**src/rtl/core/vmmeg_pkg.sv**
```systemverilog
// types and constants shared by the vm memory expansion gas block
package vmmeg_pkg;

  localparam int unsigned MAX_OFS_BITS = 24;
  localparam int unsigned TGT_BITS     = MAX_OFS_BITS + 1;
  localparam int unsigned WORD_BYTES   = 32;
  localparam int unsigned ROW_BYTES    = 64;
  localparam int unsigned LANE_BYTES   = 8;
  localparam int unsigned LANE_BITS    = 64;
  localparam int unsigned NUM_BANKS    = 8;

  localparam logic [2:0] CMD_LOAD   = 3'd0;
  localparam logic [2:0] CMD_STORE  = 3'd1;
  localparam logic [2:0] CMD_BSTORE = 3'd2;
  localparam logic [2:0] CMD_SIZE   = 3'd3;
  localparam logic [2:0] CMD_EXPAND = 3'd4;

  typedef enum logic [2:0] {
    K_PASS,
    K_FAIL,
    K_LOAD,
    K_WSTORE,
    K_BSTORE,
    K_SIZE,
    K_EXPAND
  } kind_e;

  typedef struct packed {
    logic [2:0]  cmd;
    logic [31:0] offset;
    logic        offset_high_nonzero;
    logic [31:0] length;
    logic        length_high_nonzero;
    logic [63:0] value_w0;
    logic [63:0] value_w1;
    logic [63:0] value_w2;
    logic [63:0] value_w3;
    logic [62:0] gas_in;
  } in_t;

  typedef struct packed {
    logic               status;
    logic signed [63:0] gas_out;
    logic [63:0]        data_w0;
    logic [63:0]        data_w1;
    logic [63:0]        data_w2;
    logic [63:0]        data_w3;
  } out_t;

  typedef struct packed {
    kind_e                   kind;
    logic [TGT_BITS-1:0]     target;
    logic [MAX_OFS_BITS-1:0] ofs;
    logic [255:0]            value;
    logic [62:0]             gas;
  } entry_t;

endpackage

```
**src/rtl/core/vmmeg_front.sv**
```systemverilog
// front: accepts transactions, checks bounds and classifies each command
module vmmeg_front import vmmeg_pkg::*; #(
  parameter int unsigned OFFSET_BITS = 14
) (
  input  logic   in_valid_i,
  input  in_t    in_i,
  output logic   in_stall_o,
  input  logic   q_full_i,
  input  logic   clearing_i,
  output logic   push_o,
  output entry_t entry_o
);

  localparam int unsigned AB = OFFSET_BITS + 1;

  logic          ofs_bad;
  logic          len_zero;
  logic          len_bad;
  logic [AB-1:0] ofs_ext;
  logic [AB-1:0] len_ext;

  assign ofs_bad  = in_i.offset_high_nonzero || ((in_i.offset >> OFFSET_BITS) != 32'd0);
  assign len_zero = !in_i.length_high_nonzero && (in_i.length == 32'd0);
  assign len_bad  = in_i.length_high_nonzero || ((in_i.length >> OFFSET_BITS) != 32'd0);
  assign ofs_ext  = {1'b0, in_i.offset[OFFSET_BITS-1:0]};
  assign len_ext  = {1'b0, in_i.length[OFFSET_BITS-1:0]};

  assign in_stall_o = q_full_i || clearing_i;
  assign push_o     = in_valid_i && !in_stall_o;

  always_comb begin
    entry_o.kind   = K_PASS;
    entry_o.target = '0;
    entry_o.ofs    = MAX_OFS_BITS'(in_i.offset[OFFSET_BITS-1:0]);
    entry_o.value  = {in_i.value_w3, in_i.value_w2, in_i.value_w1, in_i.value_w0};
    entry_o.gas    = in_i.gas_in;
    unique case (in_i.cmd) inside
      CMD_LOAD, CMD_STORE: begin
        if (ofs_bad) begin
          entry_o.kind = K_FAIL;
        end else begin
          entry_o.kind   = (in_i.cmd == CMD_LOAD) ? K_LOAD : K_WSTORE;
          entry_o.target = TGT_BITS'(ofs_ext + AB'(WORD_BYTES));
        end
      end
      CMD_BSTORE: begin
        if (ofs_bad) begin
          entry_o.kind = K_FAIL;
        end else begin
          entry_o.kind   = K_BSTORE;
          entry_o.value  = {in_i.value_w0[7:0], 248'd0};
          entry_o.target = TGT_BITS'(ofs_ext + AB'(1));
        end
      end
      CMD_SIZE: begin
        entry_o.kind = K_SIZE;
      end
      CMD_EXPAND: begin
        if (!len_zero) begin
          if (ofs_bad || len_bad) begin
            entry_o.kind = K_FAIL;
          end else begin
            entry_o.kind   = K_EXPAND;
            entry_o.target = TGT_BITS'(ofs_ext + len_ext);
          end
        end
      end
      default: begin
        entry_o.kind = K_PASS;
      end
    endcase
  end

endmodule

```
**config.mk**
```make
export PLATFORM = sky130hd
export DESIGN_NAME = vmmeg_front
export DESIGN_NICKNAME = d
export VERILOG_FILES = /design/src/rtl/core/vmmeg_pkg.sv /design/src/rtl/core/vmmeg_front.sv
export SDC_FILE = /design/constraint.sdc
export NUM_CORES = 1
export LEC_CHECK = 0
export BUFFER_PORTS_ARGS = -buffer_cell sky130_fd_sc_hd__buf_4
export CAP_MARGIN = 20
export CORE_AREA = 5 5 291 293
export DETAILED_ROUTE_END_ITERATION = 12
export DIE_AREA = 0 0 296 298
export GPL_TIMING_DRIVEN = 0
export PLACE_DENSITY_LB_ADDON = 0.25
export SLEW_MARGIN = 20
export SYNTH_ARGS = -nofsm -noshare
export SYNTH_HDL_FRONTEND = slang
export SYNTH_SLANG_ARGS = --single-unit
```
**constraint.sdc**
```tcl
create_clock -name vclk -period 6.95
set_input_delay 1.39 -clock vclk [all_inputs]
set_output_delay 1.39 -clock vclk [all_outputs]
set_load 0.01 [all_outputs]
```
==> impl_metrics.yaml <==
pwr:
  pwr_density_cell_nw_per_um2: 58.5
  power_switching_uw: 272
  switching_power_share_of_the_total_pct: 44.8
  leakagePower_uw: 0.00504
  total_power_uw: 609
  cellInternalPower_uw: 336
  pwr-share-seq_pct: 0
  combinationalPowerShare_pct: 100.0
  worst_ir_drop_vdd_uv: 15.4
  clockPowerShare_pct: 0
layout:
  multi_input_area_um2: 3020
  count_of_sequential_standard_cells: 0
  fill_count: 9545
  num-clock-buffers: 0
  layout-drive-gt1-share_pct: 60.2
  layout-area-overhead-vs-synth_pct: 170
  final_util_pct: 12.7
  area.sequential_um2: 0
  final_nets: 1718
  post_layout_nonfiller_instances: 2390
  stdcell_area_um2: 10400
sta:
  setup-tns-final_ns: 0
  max_slew_margin_pct: 32.8
  grt_setup_unrepaired: "false"
  worst_slew_pin_slew_ns: 1.00
  final-setup-viol-count: 0
  fin_crit_sh_pct: 85.7
  finalWorstPathRequiredPeriod_ns: 5.95
  finalHoldViolCount: 0
  max_freq_mhz: 168
  final_max_slew_viol_count: 0
routing:
  first_iter_violations: 351
  firstDrtPassIters: 4
  dr_total_vias: 6906
  top_layer: "met5"
  met3RoutedLength_um: 9590
  drt-met1-wl_um: 23900
  routed_via_density: 2.89
  final_antenna_net_count: 0
  detail_route.wl_per_cell_um: 23.9
  route.detailed.drc: 0
  totalWireLength_um: 57100
  met2_length_um: 22800
floorplanning:
  dieHeight_um: 298
  std_cell_rows: 105
  pin_count: 764
  die-area_um2: 88200
  initial_core_utilization_pct: 4.72
  core_area_um2: 81600
  die_x_um: 296
grt:
  grt_max_degree: 11
  grt.total_usage_pct: 11.9
  antenna_found_initial: 28
  number_of_global_route_vias_before_repair: 7254
  grt_first_pass_wirelength_um: 71200
  globalRouteOverflowTotal: 0
place:
  gp_congestion: 0.877
  hpwl_um: 53700
  dp.cells: 2378
  numPortBuffers: 681
  placed_cell_area_um2: 10400
cts:
  cts_resized: 0
  cts_hold_buffers: 0
  setup_repair_bufs_after_cts: 0
worst_setup_path:
  critical_path.max_fanout: 10
  worstSetupEndpointType: "output port"
  worst_path_largest_cell_delay_ns: 0.65
  critPathKind: "input port to output port"
  cp_data_required_time_ns: 5.56
  cp-start-kind: "input port"
  worstPathCellList: "buf_4 -> nor4_1 -> nand4_1 -> or4_1 -> buf_2 -> clkbuf_1 -> o2bb2ai_1 -> o21ai_0 -> o41ai_1 -> buf_4"
  path_common_cell: "sky130_fd_sc_hd__buf_4"
  timing.critical_path.slowest_stage_cell: "sky130_fd_sc_hd__nor4_1"
  critPathArrivalTime_ns: 4.56
hold_path:
  hold_class: "input port to output port"
yosys:
  yosysWarningCount: 0
  yosys.cell_count.top_type: "sky130_fd_sc_hd__and2_1"
  synth.top_cells.by_area: "sky130_fd_sc_hd__and2_1 (40%), sky130_fd_sc_hd__buf_4 (19%), sky130_fd_sc_hd__ha_1 (5.2%)"
  seq_area_frac_synth_pct: 0
  post_synth.cell_area_avg_um2: 6.33
  syn_area_um2: 3850
  postSynthCellCount: 608
  synth.cells.most_frequent: "sky130_fd_sc_hd__and2_1 (248), sky130_fd_sc_hd__buf_4 (97), sky130_fd_sc_hd__nand2_1 (46)"
  post-synth-top-area-fraction_pct: 40.3
  synth_area_leader_cell: "sky130_fd_sc_hd__and2_1"
  yosys.cell_types.count: 49
flow_run:
  maxCapViolCount: 0
run_status:
  status: "finished, final reports clean"
## power groups by stage
stage,Clock (µW),Sequential [µW],Combinational (µW)
floorplan,0,0,213
global placement,0,0,621
detailed placement,0,0,618
CTS,0,0,622
global route,0,0,659
finish,0.000215,0,609
## worst max-delay path, delay by kind of cell
family / cells / cell delay, ns
AND/OR/NAND/NOR: 3 / 1.54
buffers and inverters: 4 / 1.06
AO/OA/AOI/OAI: 3 / 0.55
## per-layer routing
layer  GRT usage, %  vias up
met3           9.12       42
met1           14.6     3098
li1               -     3306
met5              0        -
met4           1.08       22
met2           17.1      438
## through the flow
step / worst slack [ns] / hold slack [ns]
3_3_place_gp: 0.830 / 2.96
6_report: 0.996 / 2.96
3_5_place_dp: 0.778 / 2.96
2_1_floorplan: 2.28 / 2.86
5_1_grt: 0.620 / 2.96
4_1_cts: 0.768 / 2.96
## cells by family after synthesis
group | after synthesis | synth area share, %
fa+ha+maj | 17 | 5.72
compound gates | 80 | 13.6
xor+xnor | 9 | 2.05
simple gates | 363 | 55.1
buf+inv | 138 | 23.4
other cells | 1 | 0.0974
## cell usage in the layout (no fill, tap or decap), types with 3 or more instances in the layout
cell / count
sky130_fd_sc_hd__a21boi_0: 3
sky130_fd_sc_hd__a21o_1: 6
sky130_fd_sc_hd__a21oi_1: 21
sky130_fd_sc_hd__a31oi_1: 4
sky130_fd_sc_hd__and2_1: 248
sky130_fd_sc_hd__and3_1: 5
sky130_fd_sc_hd__buf_2: 4
sky130_fd_sc_hd__buf_4: 778
sky130_fd_sc_hd__clkbuf_1: 30
sky130_fd_sc_hd__conb_1: 20
sky130_fd_sc_hd__diode_2: 12
sky130_fd_sc_hd__ha_1: 16
sky130_fd_sc_hd__inv_1: 5
sky130_fd_sc_hd__nand2_1: 46
sky130_fd_sc_hd__nand2b_1: 3
sky130_fd_sc_hd__nand3_1: 4
sky130_fd_sc_hd__nand4_1: 9
sky130_fd_sc_hd__nor2_1: 19
sky130_fd_sc_hd__nor2b_1: 4
sky130_fd_sc_hd__nor4_1: 13
sky130_fd_sc_hd__o211ai_1: 4
sky130_fd_sc_hd__o21a_1: 4
sky130_fd_sc_hd__o21ai_0: 11
sky130_fd_sc_hd__o21ai_1: 3
sky130_fd_sc_hd__o221ai_1: 5
sky130_fd_sc_hd__o22ai_1: 4
sky130_fd_sc_hd__o32ai_1: 4
sky130_fd_sc_hd__xnor2_1: 3
sky130_fd_sc_hd__xor2_1: 6
## worst paths after layout
path / start / end / slack [ns] / cells past startpoint
worst max-delay path: in_i[377] / entry_o[354] / 1.0 / 10
worst min-delay path: in_i[17] / entry_o[17] / 2.96 / 2
## cell type report
type | count | share of cell area [%]
buffer | 133 | 8.49
tap | 1070 | 12.9
timing repair buffer | 681 | 49.2
inverter | 5 | 0.180
antenna | 12 | 0.289
multi-input combinational | 489 | 29.0
(Power assumes the default switching activity.)
