`src/rtl/core/vmmeg_pkg.sv`:
```
// types and constants shared by the vm memory expansion gas block
package vmmeg_pkg;

  localparam int unsigned MAX_OFS_BITS = 24;
  localparam int unsigned TGT_BITS     = MAX_OFS_BITS + 1;
  localparam int unsigned WORD_BYTES   = 32;
  localparam int unsigned ROW_BYTES    = 64;
  localparam int unsigned LANE_BYTES   = 8;
  localparam int unsigned LANE_BITS    = 64;
  localparam int unsigned NUM_BANKS    = 8;

  localparam logic [2:0] CMD_LOAD   = 3'd0;
  localparam logic [2:0] CMD_STORE  = 3'd1;
  localparam logic [2:0] CMD_BSTORE = 3'd2;
  localparam logic [2:0] CMD_SIZE   = 3'd3;
  localparam logic [2:0] CMD_EXPAND = 3'd4;

  typedef enum logic [2:0] {
    K_PASS,
    K_FAIL,
    K_LOAD,
    K_WSTORE,
    K_BSTORE,
    K_SIZE,
    K_EXPAND
  } kind_e;

  typedef struct packed {
    logic [2:0]  cmd;
    logic [31:0] offset;
    logic        offset_high_nonzero;
    logic [31:0] length;
    logic        length_high_nonzero;
    logic [63:0] value_w0;
    logic [63:0] value_w1;
    logic [63:0] value_w2;
    logic [63:0] value_w3;
    logic [62:0] gas_in;
  } in_t;

  typedef struct packed {
    logic               status;
    logic signed [63:0] gas_out;
    logic [63:0]        data_w0;
    logic [63:0]        data_w1;
    logic [63:0]        data_w2;
    logic [63:0]        data_w3;
  } out_t;

  typedef struct packed {
    kind_e                   kind;
    logic [TGT_BITS-1:0]     target;
    logic [MAX_OFS_BITS-1:0] ofs;
    logic [255:0]            value;
    logic [62:0]             gas;
  } entry_t;

endpackage

```
`src/rtl/core/vmmeg_fifo.sv`:
```
// two-entry queue between the classify front and the execute back
module vmmeg_fifo import vmmeg_pkg::*; (
  input  logic   clk_i,
  input  logic   rst_ni,
  input  logic   push_i,
  input  entry_t entry_i,
  output logic   full_o,
  input  logic   pop_i,
  output logic   valid_o,
  output entry_t head_o
);

  entry_t     slot_q [2];
  logic       wr_q, wr_d;
  logic       rd_q, rd_d;
  logic [1:0] cnt_q, cnt_d;

  assign full_o  = (cnt_q == 2'd2);
  assign valid_o = (cnt_q != 2'd0);
  assign head_o  = slot_q[rd_q];

  always_comb begin
    wr_d  = push_i ? ~wr_q : wr_q;
    rd_d  = pop_i ? ~rd_q : rd_q;
    cnt_d = cnt_q + 2'(push_i) - 2'(pop_i);
  end

  always_ff @(posedge clk_i or negedge rst_ni) begin
    if (!rst_ni) begin
      wr_q  <= 1'b0;
      rd_q  <= 1'b0;
      cnt_q <= 2'd0;
    end else begin
      wr_q  <= wr_d;
      rd_q  <= rd_d;
      cnt_q <= cnt_d;
    end
  end

  always_ff @(posedge clk_i) begin
    if (push_i) begin
      slot_q[wr_q] <= entry_i;
    end
  end

endmodule

```
`config.mk`:
```
export PLATFORM = sky130hd
export DESIGN_NAME = vmmeg_fifo
export DESIGN_NICKNAME = d
export VERILOG_FILES = /design/src/rtl/core/vmmeg_pkg.sv /design/src/rtl/core/vmmeg_fifo.sv
export SDC_FILE = /design/constraint.sdc
export NUM_CORES = 1
export LEC_CHECK = 0
export BUFFER_PORTS_ARGS = -buffer_cell sky130_fd_sc_hd__buf_2
export CORE_AREA = 2 2 293 295
export CTS_BUF_LIST = sky130_fd_sc_hd__clkbuf_16
export DETAILED_ROUTE_END_ITERATION = 10
export DIE_AREA = 0 0 295 297
export GPL_TIMING_DRIVEN = 0
export PLACE_DENSITY = 0.65
export SYNTH_ARGS = -nofsm -noshare
export SYNTH_HDL_FRONTEND = slang
export SYNTH_SLANG_ARGS = --single-unit
```
`constraint.sdc`:
```
create_clock -name clk_i -period 20.4 [get_ports clk_i]
set_input_delay 1.02 -clock clk_i [delete_from_list [all_inputs] [get_ports clk_i]]
set_output_delay 1.02 -clock clk_i [all_outputs]
set_load 0.005 [all_outputs]
```
==> results of run 1 <==
## cell usage after synthesis (all sizes together)
| master | number | area share |
|---|---|---|
| edfxtp | 742 | 0.82 |
| mux2 | 371 | 0.16 |
| buf | 41 | 0.0096 |
| dfrtp | 4 | 0.0037 |
| ha | 2 | 0.00092 |
| inv | 2 | 0.00028 |
| nor2b | 2 | 0.00046 |
| xor2 | 2 | 0.00064 |
| and2 | 1 | 0.00023 |
| or2 | 1 | 0.00023 |
| xor3 | 1 | 0.00087 |
## per-stage QoR
step | hold slack [ns] | TNS (ns) | utilization | area (sq um)
5_1_grt | 0.174 | 0 | 0.419 | 35400
3_5_place_dp | 0.547 | 0 | 0.389 | 32900
3_3_place_gp | 0.470 | -2474.44 | 0.383 | 32400
6_report | 0.201 | 0 | 0.419 | 35400
4_1_cts | 0.152 | 0 | 0.419 | 35400
2_1_floorplan | 0.455 | 0 | - | 27200
## cell type report
| type | instances | area (sq um) |
|---|---|---|
| repair buffers | 767 | 4210 |
| flip-flops and latches | 746 | 22400 |
| fillers | 7443 | 49100 |
| plain buffers | 41 | 262 |
| multi-input cells | 380 | 4580 |
| diodes | 13 | 32.5 |
| well taps | 1144 | 1430 |
| clock buffers | 81 | 2030 |
| inverters | 2 | 7.51 |
| clock inverters | 60 | 487 |
## worst paths after layout
kind | from | endpoint | slack [ns]
worst max-delay path | rd_q | head_o[268] | 16.96
worst min-delay path | rst_ni | wr_q | 0.20
worst max register to register | wr_q | slot_q[0][353] | 17.88
worst min register to register | wr_q | wr_q | 0.55
max in group asynchronous | rst_ni | rd_q | 20.07
min in group clk_i | wr_q | wr_q | 0.55
## state kept, by name, summed over array words and instances (netlist names)
register  cells
slot_q      742
cnt_q         2
rd_q          1
wr_q          1
## kinds of logic after synthesis
| logic type | Yosys count | share of synthesized area |
|---|---|---|
| multiplexers | 371 | 0.165 |
| adder cells (fa/ha/maj) | 2 | 0.000919 |
| AND/OR/NAND/NOR | 4 | 0.000920 |
| flip-flops | 746 | 0.822 |
| buffers and inverters | 43 | 0.00988 |
| XOR/XNOR | 3 | 0.00152 |
## routing by layer
metal	share of wire	wire, microns	vias up	GRT usage
met4	0.034	2200	20	0.0674
met1	0.35	22800	6914	0.143
met3	0.10	6530	137	0.0563
met2	0.51	33000	602	0.251
li1	-	-	6421	-
met5	0.0024	153	-	0
## worst max-delay path, stage by stage, from the launching register on
cell,delay [ns]
dfrtp_1,0.35
buf_2,0.44
buf_2,0.44
mux2_2,0.43
buf_2,0.15
## power breakdown
| part | total, mW | internal, mW | switching (mW) |
|---|---|---|---|
| Sequential | 2.09 | 2.03 | 0.0610 |
| Clock | 1.37 | 0.799 | 0.572 |
| Combinational | 1.41 | 0.690 | 0.722 |
| Total | 4.87 | 3.52 | 1.35 |
==> impl_metrics.yaml, run 1 <==
outcome:
  outcome: "completed"
drt:
  drt_wl_total_microns: 64600
  drtIter0Drc: 703
  viasPerCell: 4.36
  ant_nets: 0
  firstDrtPassIters: 4
  wl_per_cell_microns: 20.0
  via_count: 14100
  drc: 0
timing:
  worst_slack_ns: 16.96
  maxSlewHeadroom: 0.519
  tightest_slew_ns: 0.719
  period_share: 0.169
  skew_ns: 0.0242
  rsz0062_at_grt: "no"
  slew_violations: 0
  final-hold-violation-count: 0
  setup_viol: 0
  fmax_ghz: 0.290
  period_needed_ns: 3.44
clock_tree:
  clk_path_buf_depth: 3
  postCtsHoldBufs: 0
  cts_tree: "done"
  htreeDepth: 3
  path_clk_slew_ns: 0.06
  cts_setup_buffers: 0
  clock-root-buffer: "clkbuf_16"
  numCtsBuffers: 79
  clkSinkCount: 746
  insertion_delay_ns: 0.62
  ctsResizeCount: 0
grt:
  grt_pass1_wl_microns: 92100
  globalRouteOverflowTotal: 0
  track_usage: 0.141
  grt_max_degree: 70
  grt_pass1_vias: 15100
  antenna_found_initial: 23
yosys:
  yosys_register_bits: 746
  yosysSeqAreaShare: 0.822
  synthCells: 1169
  synth_area_sq_um: 27200
  synth_cell_types: 13
  synth_fp_nets: 1546
  synth_warnings: 0
  postSynthAreaPerCell_sq_um: 23.3
placement:
  gp_congestion: 0.789
  port_buffers: 747
  dp.cells: 3080
  place_ws_ns: 17.10
  post-dp-hpwl_microns: 47400
floorplanning:
  rows: 107
  core_area_sq_um: 84500
  num_io_pins: 748
  start_util: 0.322
  die_h_microns: 297
  dieArea_sq_um: 87600
  die_x_microns: 295
setup_path:
  cp-end-kind: "primary output"
  r2r_cells: 6
  crit_type: "reg -> out"
  worstPathRequired_ns: 19.38
  cp_data_arrival_time_ns: 2.42
  critPathLaunchType: "flop"
  worstPathMaxFanout: 10
job:
  max-cap-violations: 0
finish:
  final_cells: 3234
  mostFrequentLayoutCells: "buf_2, edfxtp_1, mux2_2, clkbuf_16, mux2_4"
  area_growth_syn_to_layout_pct: 30.1
  final_common_cell: "buf_2"
  drive_gt1_frac: 0.621
  layout.nets: 2394
pwr:
  finalPower_mw: 4.87
  p_leak_nw: 13.5
  ir_drop_v: 0.0000911
  powerDensity_nw_per_um2: 138
worst_hold_path:
  min_path_type: "in -> async"
(Power assumes the default switching activity.)
==> run 2, diff against run 1 <==
==> constraint.sdc (replaced) <==
create_clock -name clk_i -period 3.56 [get_ports clk_i]
set_input_delay 0.178 -clock clk_i [delete_from_list [all_inputs] [get_ports clk_i]]
set_output_delay 0.178 -clock clk_i [all_outputs]
set_load 0.005 [all_outputs]
==> run 2 against run 1 <==
Compared with the run above: critical path depth up 3; clock skew fell by 0.0041 ns; clock power grew to 5.7 times the previous value; die area did not move; final cell count is 11% higher; power rose to 5.8 times the previous value.
==> impl_metrics.yaml, run 2 (same netlist as run 1, synthesis figures left out) <==
floorplanning:
  die_x_microns: 295
  num_io_pins: 748
  dieArea_sq_um: 87600
  die_h_microns: 297
  core_area_sq_um: 84500
  rows: 107
  start_util: 0.322
setup_path:
  r2r_cells: 7
  cp_data_arrival_time_ns: 3.36
  critPathLaunchType: "flop"
  crit_type: "reg -> reg"
  r2r-end: "slot_q[0][282]"
  regToRegStartpoint: "wr_q"
  worstPathMaxFanout: 33
  cpPeakStageDelay_ns: 0.80
  worstPathRequired_ns: 3.83
  cpMostUsedCell: "buf_12"
  cp-end-kind: "flop"
  slowest_stage: "nor2b_4"
  path_cells: "nor2b_4 -> buf_16 -> buf_12 -> buf_12 -> buf_12 -> buf_12 -> buf_12"
  rrSetupSlack_ns: 0.47
timing:
  setup_tns_ns: 0
  fmax_ghz: 0.324
  period_needed_ns: 3.09
  setup_viol: 0
  tightest_slew_ns: 1.00
  slew_violations: 0
  period_share: 0.868
  maxSlewHeadroom: 0.331
  rsz0062_at_grt: "no"
  final-hold-violation-count: 0
  skew_ns: 0.0201
grt:
  antenna_found_initial: 4
  globalRouteOverflowTotal: 0
  track_usage: 0.151
  grt_max_degree: 69
  grt_pass1_vias: 17400
  grt_pass1_wl_microns: 101000
finish:
  final_common_cell: "buf_2"
  mostFrequentLayoutCells: "buf_2, edfxtp_1, dlygate4sd3_1, mux2_2, mux2_4"
  largestRegisters: "slot_q x742, cnt_q x2"
  layout.nets: 2765
  area_growth_syn_to_layout_pct: 43.3
  top_register: "slot_q"
  drive_gt1_frac: 0.526
  largest_reg_flops: 742
  fillers: 7008
  final_util: 0.462
  fin_area_sq_um: 39000
outcome:
  outcome: "completed"
clock_tree:
  htreeDepth: 3
  path_clk_slew_ns: 0.06
  clk_path_buf_depth: 3
  cts_tree: "done"
  clkSinkCount: 746
  insertion_delay_ns: 0.59
  cts_setup_buffers: 0
  clock-root-buffer: "clkbuf_16"
  numCtsBuffers: 78
drt:
  viasPerCell: 4.36
  ant_nets: 0
  drt_wl_total_microns: 69300
  drc: 0
  via_count: 15700
  firstDrtPassIters: 5
  drtIter0Drc: 792
  wl_per_cell_microns: 19.3
pwr:
  p_leak_nw: 15.0
  powerDensity_nw_per_um2: 723
  ir_drop_v: 0.000619
  finalPower_mw: 28.2
placement:
  gp_congestion: 0.797
  dpl-instance-area_sq_um: 32800
  port_buffers: 747
  post-dp-hpwl_microns: 46500
worst_hold_path:
  min_path_type: "in -> reg"
  hold_start: "entry_i[155]"
  hold_end: "slot_q[1][155]"
  whs_path_depth: 2
job:
  max-cap-violations: 0
==> run 2: metrics by stage <==
stage | hold slack (ns) | worst slack, ns | std cells
after global placement | -0.0151 | -5.44 | 3060
final | 0.301 | 0.471 | 3597
after detailed placement | -0.00874 | 0.520 | 3077
after floorplan | -0.118 | -2.79 | 1169
after global routing | 0.256 | 0.312 | 3595
after CTS | 0.237 | 0.481 | 3594
==> run 2: critical path: cells and delay by family (launching register included) <==
family                 cells  cell delay [ns]
buffers and inverters      6             1.44
flip-flops                 1             0.43
AND/OR/NAND/NOR            1             0.80
==> run 2: repair_timing <==
item	4_1_cts	5_1_grt
hold endpoints to repair	749	0
resized for setup	0	0
hold buffers	375	0
==> run 2: power breakdown <==
group | internal [mW] | switching, mW
sequential | 11.6 | 0.373
clock | 4.48 | 3.30
combinational | 4.18 | 4.25
total | 20.3 | 7.92
==> run 2: how the worst max path moves through the flow <==
stage / endpoint / startpoint / slack [ns]
after floorplan: slot_q[0][0] / wr_q / -2.79
after global placement: slot_q[0][293] / wr_q / -5.44
after detailed placement: slot_q[0][293] / wr_q / 0.52
after CTS: slot_q[0][282] / wr_q / 0.48
after global routing: slot_q[0][282] / wr_q / 0.31
final: slot_q[0][282] / wr_q / 0.47
==> run 2: area by class of cell <==
type / instances / area [sq um] / share of cell area
flip-flops and latches: 746 / 22400 / 0.574
repair buffers: 1139 / 7880 / 0.202
multi-input cells: 380 / 4580 / 0.117
clock buffers: 79 / 1980 / 0.0507
well taps: 1144 / 1430 / 0.0367
clock inverters: 63 / 477 / 0.0122
plain buffers: 41 / 262 / 0.00671
inverters: 2 / 7.51 / 0.000192
diodes: 3 / 7.51 / 0.000192
==> run 2: metal layers <==
layer | up-vias | wire (microns) | track usage
li1 | 7142 | - | -
met5 | - | 39 | 0
met2 | 646 | 36700 | 0.284
met1 | 7710 | 24100 | 0.149
met4 | 6 | 2660 | 0.0635
met3 | 167 | 5860 | 0.0518
